--- src/sv/srpq_pkg.sv ---
`default_nettype none

package srpq_pkg;

	localparam int QUEUE_DEPTH = 16;
	localparam int IDX_W = (QUEUE_DEPTH > 1) ? $clog2(QUEUE_DEPTH) : 1;
	localparam int CNT_W = $clog2(QUEUE_DEPTH + 1);

	localparam int TAG_W = 16;
	localparam int PRIO_W = 8;
	localparam int ENTRY_W = TAG_W + PRIO_W;
	localparam int STATUS_W = 2;
	localparam int OCC_W = 5;

	localparam logic [STATUS_W-1:0] ST_INSERTED = 2'd0;
	localparam logic [STATUS_W-1:0] ST_REJECTED = 2'd1;
	localparam logic [STATUS_W-1:0] ST_POPPED = 2'd2;
	localparam logic [STATUS_W-1:0] ST_EMPTY = 2'd3;

	localparam logic KIND_INSERT = 1'b0;
	localparam logic KIND_POP = 1'b1;

	typedef logic [IDX_W-1:0] idx_t;
	typedef logic [CNT_W-1:0] cnt_t;

	// Commands from the controller to the datapath.
	typedef struct packed {
		logic capture;
		logic rd_head;
		logic shift;
		logic place;
		logic pop_take;
		logic res_we;
		logic [STATUS_W-1:0] res_code;
		logic out_load;
	} cmd_t;

	// Status from the datapath back to the controller.
	typedef struct packed {
		logic kind;
		logic full;
		logic empty;
		logic left_zero;
		logic left_one;
		logic greater;
	} sts_t;

	function automatic idx_t slot_before(input idx_t s);
		if (s == '0) begin
			slot_before = idx_t'(QUEUE_DEPTH - 1);
		end else begin
			slot_before = s - idx_t'(1);
		end
	endfunction

	function automatic idx_t slot_after(input idx_t s);
		if (s == idx_t'(QUEUE_DEPTH - 1)) begin
			slot_after = '0;
		end else begin
			slot_after = s + idx_t'(1);
		end
	endfunction

endpackage

`default_nettype wire

--- src/sv/srpq_dp.sv ---
`default_nettype none

module srpq_dp (
	input wire logic clk,
	input wire logic arst_n,
	input wire srpq_pkg::cmd_t cmd,
	output srpq_pkg::sts_t sts,
	input wire logic kind,
	input wire logic [15:0] tag_in,
	input wire logic [7:0] prio_in,
	output logic [1:0] status,
	output logic [15:0] tag_out,
	output logic [7:0] prio_out,
	output logic [4:0] occupancy
);
	import srpq_pkg::*;

	logic [ENTRY_W-1:0] mem [QUEUE_DEPTH];
	logic [ENTRY_W-1:0] rdata_q;
	idx_t head_q, tail_q, pos_q, rd_addr, pos_prev;
	cnt_t count_q, left_q;
	logic kind_q;
	logic [TAG_W-1:0] tag_q;
	logic [PRIO_W-1:0] prio_q;
	logic [STATUS_W-1:0] res_code_q;
	logic [TAG_W-1:0] res_tag_q;
	logic [PRIO_W-1:0] res_prio_q;
	logic mem_we;
	idx_t wr_addr;
	logic [ENTRY_W-1:0] wr_data;

	assign pos_prev = slot_before(pos_q);

	// A shift moves pos back by one, so the next read is two slots before it.
	always_comb begin
		if (cmd.rd_head) begin
			rd_addr = head_q;
		end else if (cmd.shift) begin
			rd_addr = slot_before(pos_prev);
		end else begin
			rd_addr = pos_prev;
		end
	end

	assign mem_we = cmd.shift | cmd.place;
	assign wr_addr = pos_q;
	assign wr_data = cmd.shift ? rdata_q : {tag_q, prio_q};

	always_ff @(posedge clk) begin
		if (mem_we) begin
			mem[wr_addr] <= wr_data;
		end
		rdata_q <= mem[rd_addr];
	end

	always_ff @(posedge clk or negedge arst_n) begin
		if (!arst_n) begin
			head_q <= '0;
			tail_q <= '0;
			count_q <= '0;
		end else begin
			if (cmd.place) begin
				tail_q <= slot_after(tail_q);
				count_q <= count_q + cnt_t'(1);
			end else if (cmd.pop_take) begin
				head_q <= slot_after(head_q);
				count_q <= count_q - cnt_t'(1);
			end
		end
	end

	always_ff @(posedge clk) begin
		if (cmd.capture) begin
			kind_q <= kind;
			tag_q <= tag_in;
			prio_q <= prio_in;
			pos_q <= tail_q;
			left_q <= count_q;
		end else if (cmd.shift) begin
			pos_q <= pos_prev;
			left_q <= left_q - cnt_t'(1);
		end
		if (cmd.res_we) begin
			res_code_q <= cmd.res_code;
			res_tag_q <= cmd.pop_take ? rdata_q[ENTRY_W-1:PRIO_W] : '0;
			res_prio_q <= cmd.pop_take ? rdata_q[PRIO_W-1:0] : '0;
		end
		if (cmd.out_load) begin
			status <= res_code_q;
			tag_out <= res_tag_q;
			prio_out <= res_prio_q;
			occupancy <= OCC_W'(count_q);
		end
	end

	assign sts.kind = kind_q;
	assign sts.full = (count_q == cnt_t'(QUEUE_DEPTH));
	assign sts.empty = (count_q == '0);
	assign sts.left_zero = (left_q == '0);
	assign sts.left_one = (left_q == cnt_t'(1));
	assign sts.greater = (rdata_q[PRIO_W-1:0] > prio_q);

	a_count_bound: assert property (@(posedge clk) disable iff (!arst_n)
		count_q <= cnt_t'(QUEUE_DEPTH))
		else $error("entry count beyond queue depth");

	a_place_not_full: assert property (@(posedge clk) disable iff (!arst_n)
		cmd.place |-> !sts.full)
		else $error("entry placed into a full queue");

	a_pop_not_empty: assert property (@(posedge clk) disable iff (!arst_n)
		cmd.pop_take |-> !sts.empty)
		else $error("pop from an empty queue");

endmodule

`default_nettype wire

--- src/sv/srpq_ctrl.sv ---
`default_nettype none

module srpq_ctrl (
	input wire logic clk,
	input wire logic arst_n,
	input wire logic in_valid,
	output logic in_ready,
	output logic out_valid,
	input wire logic out_ready,
	input wire srpq_pkg::sts_t sts,
	output srpq_pkg::cmd_t cmd
);
	import srpq_pkg::*;

	localparam logic [2:0] S_IDLE = 3'd0;
	localparam logic [2:0] S_LOAD = 3'd1;
	localparam logic [2:0] S_SHIFT = 3'd2;
	localparam logic [2:0] S_PLACE = 3'd3;
	localparam logic [2:0] S_POP = 3'd4;
	localparam logic [2:0] S_DONE = 3'd5;

	logic [2:0] state_q, state_nxt;
	logic out_valid_q;
	logic out_free;

	assign out_free = !out_valid_q || out_ready;
	assign in_ready = (state_q == S_IDLE);
	assign out_valid = out_valid_q;

	always_comb begin
		cmd = '0;
		state_nxt = state_q;
		case (state_q)
			S_IDLE: begin
				if (in_valid) begin
					cmd.capture = 1'b1;
					state_nxt = S_LOAD;
				end
			end
			S_LOAD: begin
				if (sts.kind == KIND_INSERT) begin
					if (sts.full) begin
						cmd.res_we = 1'b1;
						cmd.res_code = ST_REJECTED;
						state_nxt = S_DONE;
					end else if (sts.left_zero) begin
						cmd.place = 1'b1;
						cmd.res_we = 1'b1;
						cmd.res_code = ST_INSERTED;
						state_nxt = S_DONE;
					end else begin
						state_nxt = S_SHIFT;
					end
				end else begin
					if (sts.empty) begin
						cmd.res_we = 1'b1;
						cmd.res_code = ST_EMPTY;
						state_nxt = S_DONE;
					end else begin
						cmd.rd_head = 1'b1;
						state_nxt = S_POP;
					end
				end
			end
			S_SHIFT: begin
				if (sts.greater) begin
					cmd.shift = 1'b1;
					if (sts.left_one) begin
						state_nxt = S_PLACE;
					end
				end else begin
					cmd.place = 1'b1;
					cmd.res_we = 1'b1;
					cmd.res_code = ST_INSERTED;
					state_nxt = S_DONE;
				end
			end
			S_PLACE: begin
				cmd.place = 1'b1;
				cmd.res_we = 1'b1;
				cmd.res_code = ST_INSERTED;
				state_nxt = S_DONE;
			end
			S_POP: begin
				cmd.pop_take = 1'b1;
				cmd.res_we = 1'b1;
				cmd.res_code = ST_POPPED;
				state_nxt = S_DONE;
			end
			S_DONE: begin
				if (out_free) begin
					cmd.out_load = 1'b1;
					state_nxt = S_IDLE;
				end
			end
			default: begin
				state_nxt = S_IDLE;
			end
		endcase
	end

	always_ff @(posedge clk or negedge arst_n) begin
		if (!arst_n) begin
			state_q <= S_IDLE;
			out_valid_q <= 1'b0;
		end else begin
			state_q <= state_nxt;
			if (cmd.out_load) begin
				out_valid_q <= 1'b1;
			end else if (out_ready) begin
				out_valid_q <= 1'b0;
			end
		end
	end

	a_shift_has_work: assert property (@(posedge clk) disable iff (!arst_n)
		cmd.shift |-> !sts.left_zero)
		else $error("shift issued with no entries left to walk");

	a_load_slot_free: assert property (@(posedge clk) disable iff (!arst_n)
		cmd.out_load |-> (!out_valid_q || out_ready))
		else $error("output register overwritten before it was taken");

	a_one_result: assert property (@(posedge clk) disable iff (!arst_n)
		cmd.res_we |=> (state_q == S_DONE))
		else $error("result staged without heading to delivery");

endmodule

`default_nettype wire

--- src/sv/sorted_ring_priority_queue.sv ---
// Channel  Handshake            Beat contents
// -------  -------------------  -------------------------------------------
// input    in_valid / in_ready  kind, tag_in, prio_in
// output   out_valid/out_ready  status, tag_out, prio_out, occupancy
//
// One input beat is processed at a time. From S_LOAD a rejected insert or an
// empty pop goes to S_DONE and a pop through S_POP. An insert into a non-empty
// queue goes through S_SHIFT, which moves each stored entry of larger priority
// one slot later as the single read port walks back from the tail one slot per
// cycle; the entry is then placed. S_DONE loads the result once the output
// register is free. Input is ready again in the cycle after the result loads.
// Reset (arst_n low) empties the queue; the entry memory itself is not cleared.
// A result waits in the output register while the next input beat is taken.
`default_nettype none

module sorted_ring_priority_queue (
	input wire logic clk,
	input wire logic arst_n,
	input wire logic in_valid,
	output logic in_ready,
	input wire logic kind,
	input wire logic [15:0] tag_in,
	input wire logic [7:0] prio_in,
	output logic out_valid,
	input wire logic out_ready,
	output logic [1:0] status,
	output logic [15:0] tag_out,
	output logic [7:0] prio_out,
	output logic [4:0] occupancy
);
	import srpq_pkg::*;

	// The controller sequences each beat; the datapath holds the ring of
	// entries, the head, tail and count, and the output register.
	cmd_t cmd;
	sts_t sts;

	srpq_ctrl u_ctrl (
		.clk(clk),
		.arst_n(arst_n),
		.in_valid(in_valid),
		.in_ready(in_ready),
		.out_valid(out_valid),
		.out_ready(out_ready),
		.sts(sts),
		.cmd(cmd)
	);

	// An insert walks back from the tail, moving every entry with a strictly
	// larger priority value one slot later, so equal priorities keep their
	// arrival order. A pop always takes the head.
	srpq_dp u_dp (
		.clk(clk),
		.arst_n(arst_n),
		.cmd(cmd),
		.sts(sts),
		.kind(kind),
		.tag_in(tag_in),
		.prio_in(prio_in),
		.status(status),
		.tag_out(tag_out),
		.prio_out(prio_out),
		.occupancy(occupancy)
	);

endmodule

`default_nettype wire

--- config.mk ---
export PLATFORM = sky130hd
export DESIGN_NAME = sorted_ring_priority_queue
export DESIGN_NICKNAME = d
export VERILOG_FILES = /design/src/sv/srpq_pkg.sv /design/src/sv/srpq_dp.sv /design/src/sv/srpq_ctrl.sv /design/src/sv/sorted_ring_priority_queue.sv
export SDC_FILE = /design/constraint.sdc
export NUM_CORES = 1
export LEC_CHECK = 0
export BUFFER_PORTS_ARGS = -buffer_cell sky130_fd_sc_hd__clkbuf_2
export CORE_MARGIN = 1
export CORE_UTILIZATION = 50
export CTS_CLUSTER_DIAMETER = 60
export DETAILED_ROUTE_END_ITERATION = 6
export HOLD_SLACK_MARGIN = 0.12
export PLACE_DENSITY = 0.72
export RECOVER_POWER = 100
export SLEW_MARGIN = 0
export SYNTH_ARGS = -nofsm -noshare
export SYNTH_HDL_FRONTEND = slang
export SYNTH_HIERARCHICAL = 1
export SYNTH_SLANG_ARGS = --single-unit
--- constraint.sdc ---
create_clock -name clk -period 3.5 [get_ports clk]
set_input_delay 0.7 -clock clk [delete_from_list [all_inputs] [get_ports clk]]
set_output_delay 0.7 -clock clk [all_outputs]
set_load 0.01 [all_outputs]
==> Yosys cells after proc, flatten, opt, wreduce, memory -nomap -nowiden <==
Memories as Yosys holds them, arrays and structs flattened. A register that Yosys moved wholly into a read port is not among the register bits.
Index checks and enable logic that the tools add are counted.
{ "word_totals": {"reg_bits": 108, "latch_bits": 0, "ramBits": 384, "rom_bits": 0, "input_bits": 29, "out_inout_bits": 33, "wordCells": 100, "mem_count": 1} }
{ "memory_table": {"columns": ["name", "words", "word_bits", "read_ports", "rd_clocked_by_memory_dff", "wr", "line", "rtl"], "rows": [
  ["u_dp.mem", 16, 24, 1, 1, 1, "srpq_dp.sv:18", "logic [ENTRY_W-1:0] mem [QUEUE_DEPTH];"]
]} }
{ "classes": {"add_sub_neg": 7, "mul": 0, "div_mod_pow": 0, "order_cmp": 1, "eq_ne": 12, "n_shift": 0, "muxes": 47, "bitwise_logic": 2, "reduce_logical": 13} }
{ "op_table": {"columns": ["cell", "count"], "rows": [
  ["3-bit two-way mux", 12],
  ["4-bit two-way mux", 8],
  ["24-bit two-way mux", 1],
  ["5-bit two-way mux", 4],
  ["1-bit two-way mux", 19],
  ["3-bit case mux with 5 select lines", 1],
  ["3-bit case mux with 4 select lines", 1],
  ["5-bit zero test", 2],
  ["5-bit by 1-bit subtractor with 5-bit output (second input constant)", 2],
  ["4-bit by 1-bit adder with 4-bit output (second input constant)", 2],
  ["4-bit == test (second input constant)", 2],
  ["8-bit greater-than comparator", 1],
  ["4-bit zero test", 2],
  ["4-bit by 1-bit subtractor with 4-bit output (second input constant)", 2],
  ["3-bit by 2-bit == test with 1-bit output (second input constant)", 2],
  ["3-bit == test (second input constant)", 2],
  ["2-bit nonzero test", 3],
  ["5-bit by 1-bit adder with 5-bit output (second input constant)", 1],
  ["5-bit by 1-bit == test with 1-bit output (second input constant)", 1],
  ["5-bit == test (second input constant)", 1],
  ["3-bit by 1-bit == test with 1-bit output (second input constant)", 1],
  ["3-bit zero test", 1],
  ["3-bit inequality test (second input constant)", 1],
  ["1-bit case mux with 3 select lines", 1],
  ["other kinds (9)", 9]
]} }

==> Depth between registers and ports, before layout <==
Gate-level depths: netlist of the first run.
{ "depth": {"word_depth": 8, "mapped_depth": 21} }

==> By module <==
Netlist of the first run, hierarchy kept.
{ "by_module_without_submodules": {"columns": ["mod", "instances", "cells_per_inst", "area_each_um2"], "rows": [
  ["srpq_dp", 1, 1818, 23182.2],
  ["srpq_ctrl", 1, 45, 366.6]
]} }

==> Worst setup path before layout of the first run <==
Ideal clock, no wire load.
{ "synth_timing": {"path_type": "register to register", "from": "register u_dp.prio_q[1]", "to": "register u_dp.count_q[4]", "t_arrival_ps": 3268, "setup_slack_ps": 152, "stages_incl_launch_ff": 20, "path_buffers": 1, "path_cell_list": "edfxtp_1 > inv_1 > ha_1 > nor2b_1 > o21a_1 > o21ai_0 > nand2b_1 > a21oi_1 > o21ai_0 > o31a_1 > nand2b_1 > a21oi_1 > clkbuf_1 > inv_1 > fa_1 > a21o_1 > a21oi_1 > nor2_1 > a21oi_1 > xnor2_1"} }
{ "synth_lines": {"columns": ["item", "line", "rtl"], "rows": [
  ["start: declaration", "srpq_dp.sv:24", "logic [PRIO_W-1:0] prio_q;"],
  ["start signal: assignment", "srpq_dp.sv:76", "prio_q <= prio_in;"],
  ["end signal: assignment", "srpq_dp.sv:64", "count_q <= count_q + cnt_t'(1);"],
  ["end signal: assignment", "srpq_dp.sv:67", "count_q <= count_q - cnt_t'(1);"],
  ["end: declaration", "srpq_dp.sv:21", "cnt_t count_q, left_q;"]
]} }

==> summary.md, run 1 <==
| Metric | Value |
|---|---|
| Status | finished with violations |
| Violated checks | design-rule violations, negative setup slack |
| N_diodes | 0 |
| Post-Syn Instances | 1863 |
| Cell with the most instances after synthesis | edfxtp_1 |
| Mux share of post-synthesis cell area | 6.74% |
| Die area | 48000 µm² |
| Routed vias | 17000 |
| Worst Path Buf+Inv | 4 |
| Slew @ Worst Pin | 1.26 ns |
| Cells after DPL | 2514 |
| Max-cap violations | 0 |
| Unrepaired setup endpoints after global routing | true |
| Worst Setup EP | u_dp/rdata_q[1] |
| Max Slew Vio Count | 0 |
| Synth Area per Inst | 12.6 µm² |
| Main combinational cell family by area after synthesis | simple AND/OR/NAND/NOR gates |
| Placed cell area | 25500 µm² |
| Gr ovfl total | 0 |
| Antenna-violating nets left | 0 |
| Share of post-route cells with drive strength above 1 | 18.5% |
| Post-synth ARST share | 3.29% |
| Compound-cell area share of the yosys netlist | 11.7% |
| Post-route minimum period | 3.73 ns |
| Slew HR | 15.7% |
| Worst EP required | 3.93 ns |
| Register-to-Register Path Depth | 20 |
| Seq/Total Area, Yosys | 64.4% |
| Top Ports | 62 |
| Die X | 219 µm |
| Worst r2r dst | u_dp/rdata_q[1] |
| Clk_skew | 0.0211 ns |
| Crit-path max cell delay | 0.39 ns |
| Via/cell ratio | 6.42 |
| Reg2reg setup slack | -0.23 ns |
| Crit-path cells | inv_2, ha_4, nor2b_4, o21a_1, o21ai_2, nand2b_1, a21oi_2, o21ai_1, o31a_1, and3_4, and4bb_4, a2111oi_4, buf_4, a21oi_4, buf_4, buf_6, a222oi_1, a211oi_1, a31oi_1, nand3_1 |
| Initial antenna violation count | 0 |
| Placer Congestion | 0.870 |
| CTS root buf | clkbuf_16 |
| Dpl hpwl | 38.8 mm |
| First-pass GRT wire length | 97.6 mm |
| #FFs+latches synth | 516 |
| Height of the die | 219 µm |
| LEAKAGE | 9.78 nW |
| Synth Flop Type | edfxtp_1 |
| Worst skew pair latency | 0.58 ns |
| Peak supply drop | 0.677 mV |
| Final setup TNS | -1.79 ns |
| Starting Density | 50.7% |
| Num CTS Buffers | 50 |
| # H-tree levels | 2 |
| Layout fillers | 3470 |
| Starting DRT DRC Count | 2293 |
| Yosys Warn Count | 6 |
| Slowest cell on crit path | edfxtp_1 |
| Nets | 2047 |
| Core ar. | 46500 µm² |
| Gr usage total | 27.2% |
| Synth top cells by count | edfxtp_1 (475), nand2_1 (259), nand3_1 (122) |
| Critical Path Fanout Max | 6 |
| Final worst slack | -0.234 ns |
| Synth Area in Simple Gates | 11.8% |
| Critical path's top delay family | compound AO/OA/AOI/OAI gates |
| Post-route DRC | 5 |
| Final setup fails | 24 |
| Wire per inst | 25.2 µm |
| Largest net degree at the start of global routing | 76 |
| HP Class | primary input to flip-flop |
| Max Freq | 0.268 GHz |
| Worst setup path category | flip-flop to flip-flop |
| Pre-antenna DRT Iters | 7 |
| Area contributors post-synth | edfxtp_1 (61%), mux4_2 (4.5%), nand2_1 (4.1%) |
| Power Density | 906 nW/µm² |
| Layout Utilization | 59.8% |
| Worst r2r src | u_dp/prio_q[1] |
| Area share of fa/ha/maj cells after synthesis | 1.25% |
| Routed WL | 66.7 mm |
| Crit path DAT | 4.17 ns |
| CTS tree | built |
| WP depth | 20 |
| Worst setup EP type | flip-flop |
| CTS clk-pin slew, worst paths | 0.06 ns |
| Top-area cell type share of the netlist area | 60.6% |
| Final hold violations | 0 |
| CP dominant cell by count | buf_4 |
| Clock Path Buffers | 3 |
| Design Area, Final | 27800 µm² |
| Setup crit start kind | flip-flop |
| Clk sinks | 516 |
| Final Non-Filler Cells | 2643 |
| Crit. Startpoint | u_dp/prio_q[1] |
| Area Overhead vs Synth | 17.9% |
| Fin crit share | 107% |
| Cell Area, Synth | 23500 µm² |
| Cell Rows | 79 |
| Pre-CTS setup slack | -0.335 ns |
| Cell taking the most area after synthesis | edfxtp_1 |
| Syn_nets | 1915 |
| Vias in the first global route | 16500 |
| Yosys cell types | 63 |
| Number of synthesized flops with an enable pin | 475 |
| Buffers on Ports | 61 |
| Post-Synth XOR/XNOR Area | 0.372% |
-- worst min path at each step --
stage                       startpoint          endpoint  cells past startpoint
floorplan                       arst_n  u_ctrl/out_valid                      0
global placement     u_dp/res_tag_q[3]   u_dp/tag_out[3]                      0
detailed placement  u_dp/res_prio_q[1]  u_dp/prio_out[1]                      0
CTS                         tag_in[12]    u_dp/tag_q[12]                      1
global route                 tag_in[9]     u_dp/tag_q[9]                      1
finish                       tag_in[6]     u_dp/tag_q[6]                      1
-- flip-flops by register name, summed over array words and instances (netlist names) --
register and count:
u_dp/prio_out 8, u_dp/res_code_q 2, u_dp/occupancy 5, u_dp/mem 384
u_ctrl/state_q 3, u_dp/prio_q 8, u_dp/count_q 5, u_dp/tail_q 4
u_dp/tag_out 16, u_dp/tag_q 16, u_dp/head_q 4, u_dp/pos_q 4
u_ctrl/out_valid 1, u_dp/rdata_q 24, u_dp/status 2, u_dp/kind_q 1
u_dp/left_q 5, u_dp/res_tag_q 16, u_dp/res_prio_q 8
-- logic make-up after synthesis --
kind of cell,Yosys count
AO/OA/AOI/OAI,407
XOR/XNOR,10
adder cells (fa/ha/maj),23
buffers and inverters,204
flip-flops,516
multiplexers,97
AND/OR/NAND/NOR,606
-- cell usage in the layout, fill, tap and decap left out, types with 7 or more instances in the layout --
cell type	count
ha_1	21
nor3_1	53
edfxtp_1	475
buf_6	7
a21oi_1	84
nand2_1	259
inv_1	66
a211oi_1	47
or3_1	25
clkbuf_1	49
buf_12	43
mux2_2	22
mux2i_1	28
bufinv_16	8
o31ai_1	23
o311ai_1	22
clkbuf_16	56
a222oi_1	23
clkinv_1	7
mux4_2	47
clkbuf_2	26
o21ai_0	67
clkinv_2	12
nand3_1	121
and2_1	29
dfxtp_1	24
a31oi_1	22
a22oi_1	23
a21o_1	28
dfrtp_1	15
nor2_1	57
buf_4	88
and2_0	14
o211ai_1	26
-- final cells by class --
type / count / area [µm²] / area share, %
clock buffers: 62 / 1350 / 4.85
flip-flops and latches: 516 / 15200 / 54.7
multi-input cells: 1145 / 7790 / 28.1
inverters: 69 / 259 / 0.933
repair buffers: 213 / 2070 / 7.45
clock inverters: 31 / 363 / 1.31
well taps: 607 / 759 / 2.74
-- where the power goes --
group / internal [W] / leakage (nW) / total (W) / switching [W]
clock: 0.00333 / 0.838 / 0.00562 / 0.00230
combinational: 0.00427 / 4.22 / 0.0109 / 0.00666
sequential: 0.00803 / 4.72 / 0.00860 / 0.000571
-- metal layers --
metal	vias to the layer above	GRT usage [%]	routed length (µm)
li1	7362	-	-
met4	0	12.1	2770
met3	187	5.21	7250
met1	8360	35.4	24800
met2	1059	44.5	31900
met5	-	0	0
-- per-stage QoR --
| step | hold slack, ns | power [W] |
|---|---|---|
| after global routing | 0.288 | 0.0262 |
| after floorplan | 0.400 | 0.0148 |
| after global placement | 0.401 | 0.0185 |
| final | 0.294 | 0.0252 |
| after detailed placement | 0.405 | 0.0187 |
| after CTS | 0.278 | 0.0246 |
-- timing repair --
action / CTS / global route
endpoints found under the hold margin: 17 / 0
endpoints found under the setup margin: 24 / 442
setup buffers: 13 / 16
pin swaps: 17 / 38
hold buffers: 1 / 0
gates cloned: 2 / 6
gates resized for setup: 19 / 42
No activity file was read; power rests on OpenSTA's default activity.
==> run 2: changes to the inputs <==
==> constraint.sdc (replaced) <==
create_clock -name clk -period 3.3 [get_ports clk]
set_input_delay 0.825 -clock clk [delete_from_list [all_inputs] [get_ports clk]]
set_output_delay 0.825 -clock clk [all_outputs]
set_load 0.01 [all_outputs]
==> summary.md, run 2 (synthesis results as in run 1) <==
| Metric | Value |
|---|---|
| Status | finished with violations |
| Violated checks | negative setup slack |
| Nets | 2072 |
| First-pass GRT wire length | 102 mm |
| LEAKAGE | 9.97 nW |
| Area Overhead vs Synth | 19.9% |
| Gr usage total | 28.4% |
| Register-to-Register Path Depth | 19 |
| Leading cell types in the layout, fill and taps excluded | edfxtp_1 (475), nand2_1 (259), nand3_1 (116), a21oi_1 (84), buf_4 (81) |
| Setup crit start kind | flip-flop |
| Slowest cell on crit path | a222oi_1 |
| Routed WL | 70.5 mm |
| Core ar. | 46500 µm² |
| Worst Path Buf+Inv | 3 |
| Wire per inst | 26.4 µm |
| HP Class | primary input to async pin |
| Critical path's top delay family | compound AO/OA/AOI/OAI gates |
| Final setup fails | 24 |
| Share of post-route cells with drive strength above 1 | 19.6% |
| Buffers on Ports | 61 |
| Gr ovfl total | 0 |
| Largest net degree at the start of global routing | 68 |
| Most common cell after layout, fill and taps aside | edfxtp_1 |
| Worst r2r dst | u_dp/rdata_q[3] |
| Worst skew pair latency | 0.62 ns |
| Num CTS Buffers | 50 |
| Clk sinks | 516 |
| Power, Total | 0.0277 W |
| Unrepaired setup endpoints after global routing | true |
| Final worst slack | -0.489 ns |
| Worst r2r src | u_dp/prio_q[1] |
| Post-route DRC | 0 |
| Clock Path Buffers | 3 |
| Worst setup EP type | flip-flop |
| Max-cap violations | 0 |
| CTS root buf | clkbuf_16 |
| Routed vias | 17400 |
| Height of the die | 219 µm |
| Slew @ Worst Pin | 1.27 ns |
| CTS clk-pin slew, worst paths | 0.06 ns |
| Via/cell ratio | 6.51 |
| CP dominant cell by count | o21ai_1 |
| Critical Path Fanout Max | 6 |
| Die area | 48000 µm² |
| Crit-path max cell delay | 0.43 ns |
| Worst hold margin | 0.357 ns |
| Starting Density | 50.7% |
| Top flop regs | u_dp/mem x384, u_dp/rdata_q x24 |
| Power Density | 979 nW/µm² |
| Peak supply drop | 0.599 mV |
| # H-tree levels | 2 |
| Vias in the first global route | 17100 |
| Worst setup path category | flip-flop to flip-flop |
| Max reg flops | 384 |
| Worst EP required | 3.78 ns |
| Cell Rows | 79 |
| Crit-path cells | inv_2, ha_4, nor2b_4, o21a_1, o21ai_1, nand2b_1, a21oi_2, o21ai_1, o31a_1, and3_4, and4bb_2, a2111oi_4, a21oi_4, buf_12, buf_6, a222oi_1, a211oi_1, a31oi_1, nand3_1 |
| Final hold violations | 0 |
| Initial antenna violation count | 0 |
| Placer Congestion | 0.878 |
| Antenna-violating nets left | 0 |
| Reg2reg setup slack | -0.49 ns |
| Die X | 219 µm |
| N_diodes | 0 |
| Pre-antenna DRT Iters | 7 |
| Max Slew Vio Count | 0 |
| Fin crit share | 115% |
| Post-route minimum period | 3.79 ns |
| Max Freq | 0.264 GHz |
| Crit path DAT | 4.26 ns |
| Top Ports | 62 |
| Slew HR | 15.3% |
| Starting DRT DRC Count | 2553 |
| Clk_skew | 0.0150 ns |
| Top reg by flops | u_dp/mem |
| CTS tree | built |
| Layout Utilization | 60.8% |
| Dpl hpwl | 39.7 mm |
run 2: cell count changes in the layout (fill, tap and decap cells not counted), sizes merged:
cell	delta
clkinv	-5
bufinv	-5
clkbuf	+20
buf	+20
clkinvlp	-3
dlygate4sd3	-1
run 2: worst reg2reg max path, stage by stage, from the launching register on:
cell	delay (ns)
edfxtp_1	0.41
inv_2	0.10
ha_4	0.20
nor2b_4	0.12
o21a_1	0.16
o21ai_1	0.12
nand2b_1	0.10
a21oi_2	0.15
o21ai_1	0.07
o31a_1	0.13
and3_4	0.21
and4bb_2	0.26
a2111oi_4	0.32
a21oi_4	0.07
buf_12	0.18
buf_6	0.12
a222oi_1	0.44
a211oi_1	0.13
a31oi_1	0.23
nand3_1	0.14
run 2: power breakdown:
part	internal [W]	switching, W	leakage (nW)	total (W)
Combinational	0.00521	0.00760	4.46	0.0128
Clock	0.00321	0.00247	0.782	0.00568
Sequential	0.00853	0.000643	4.72	0.00917
run 2: layout make-up:
type	instances	area, µm²
repair buffers	238	2540
fillers	3413	18200
multi-input cells	1145	7900
flip-flops and latches	516	15200
clock inverters	18	180
clock buffers	76	1420
well taps	607	759
inverters	69	259
run 2: what timing repair did:
| item | in CTS | in global routing |
|---|---|---|
| hold buffers | 0 | 0 |
| pin swaps | 20 | 54 |
| gates cloned | 6 | 10 |
| setup buffers | 17 | 13 |
| endpoints found under the setup margin | 426 | 410 |
| resized for setup | 67 | 48 |
run 2: worst max path at each step:
stage	from	end	cells after the start
finish	u_dp/prio_q[1]	u_dp/rdata_q[3]	19
global route	u_dp/prio_q[1]	u_dp/rdata_q[3]	19
CTS	u_dp/prio_q[1]	u_dp/rdata_q[7]	18
detailed placement	u_dp/prio_q[1]	u_dp/rdata_q[7]	18
global placement	u_dp/prio_q[1]	u_dp/rdata_q[1]	17
floorplan	u_dp/prio_q[1]	u_dp/rdata_q[10]	20
run 2: metal layers:
layer  wire length [µm]  up-vias  track usage (%)
met1              25600     8560             35.9
li1                   -     7407                -
met2              33500     1159             47.0
met5                  0        -                0
met4               3560        0             13.2
met3               7850      250             5.79
run 2: per-stage QoR:
step | area, µm² | setup TNS (ns) | setup WS (ns) | std cells
floorplan | 23600 | 0 | 0.00717 | 1863
global placement | 25700 | -62.80 | -0.428 | 2530
detailed placement | 25700 | -59.73 | -0.421 | 2530
CTS | 27800 | -3.15 | -0.197 | 2647
global route | 28200 | -20.14 | -0.676 | 2669
finish | 28200 | -7.47 | -0.489 | 2669
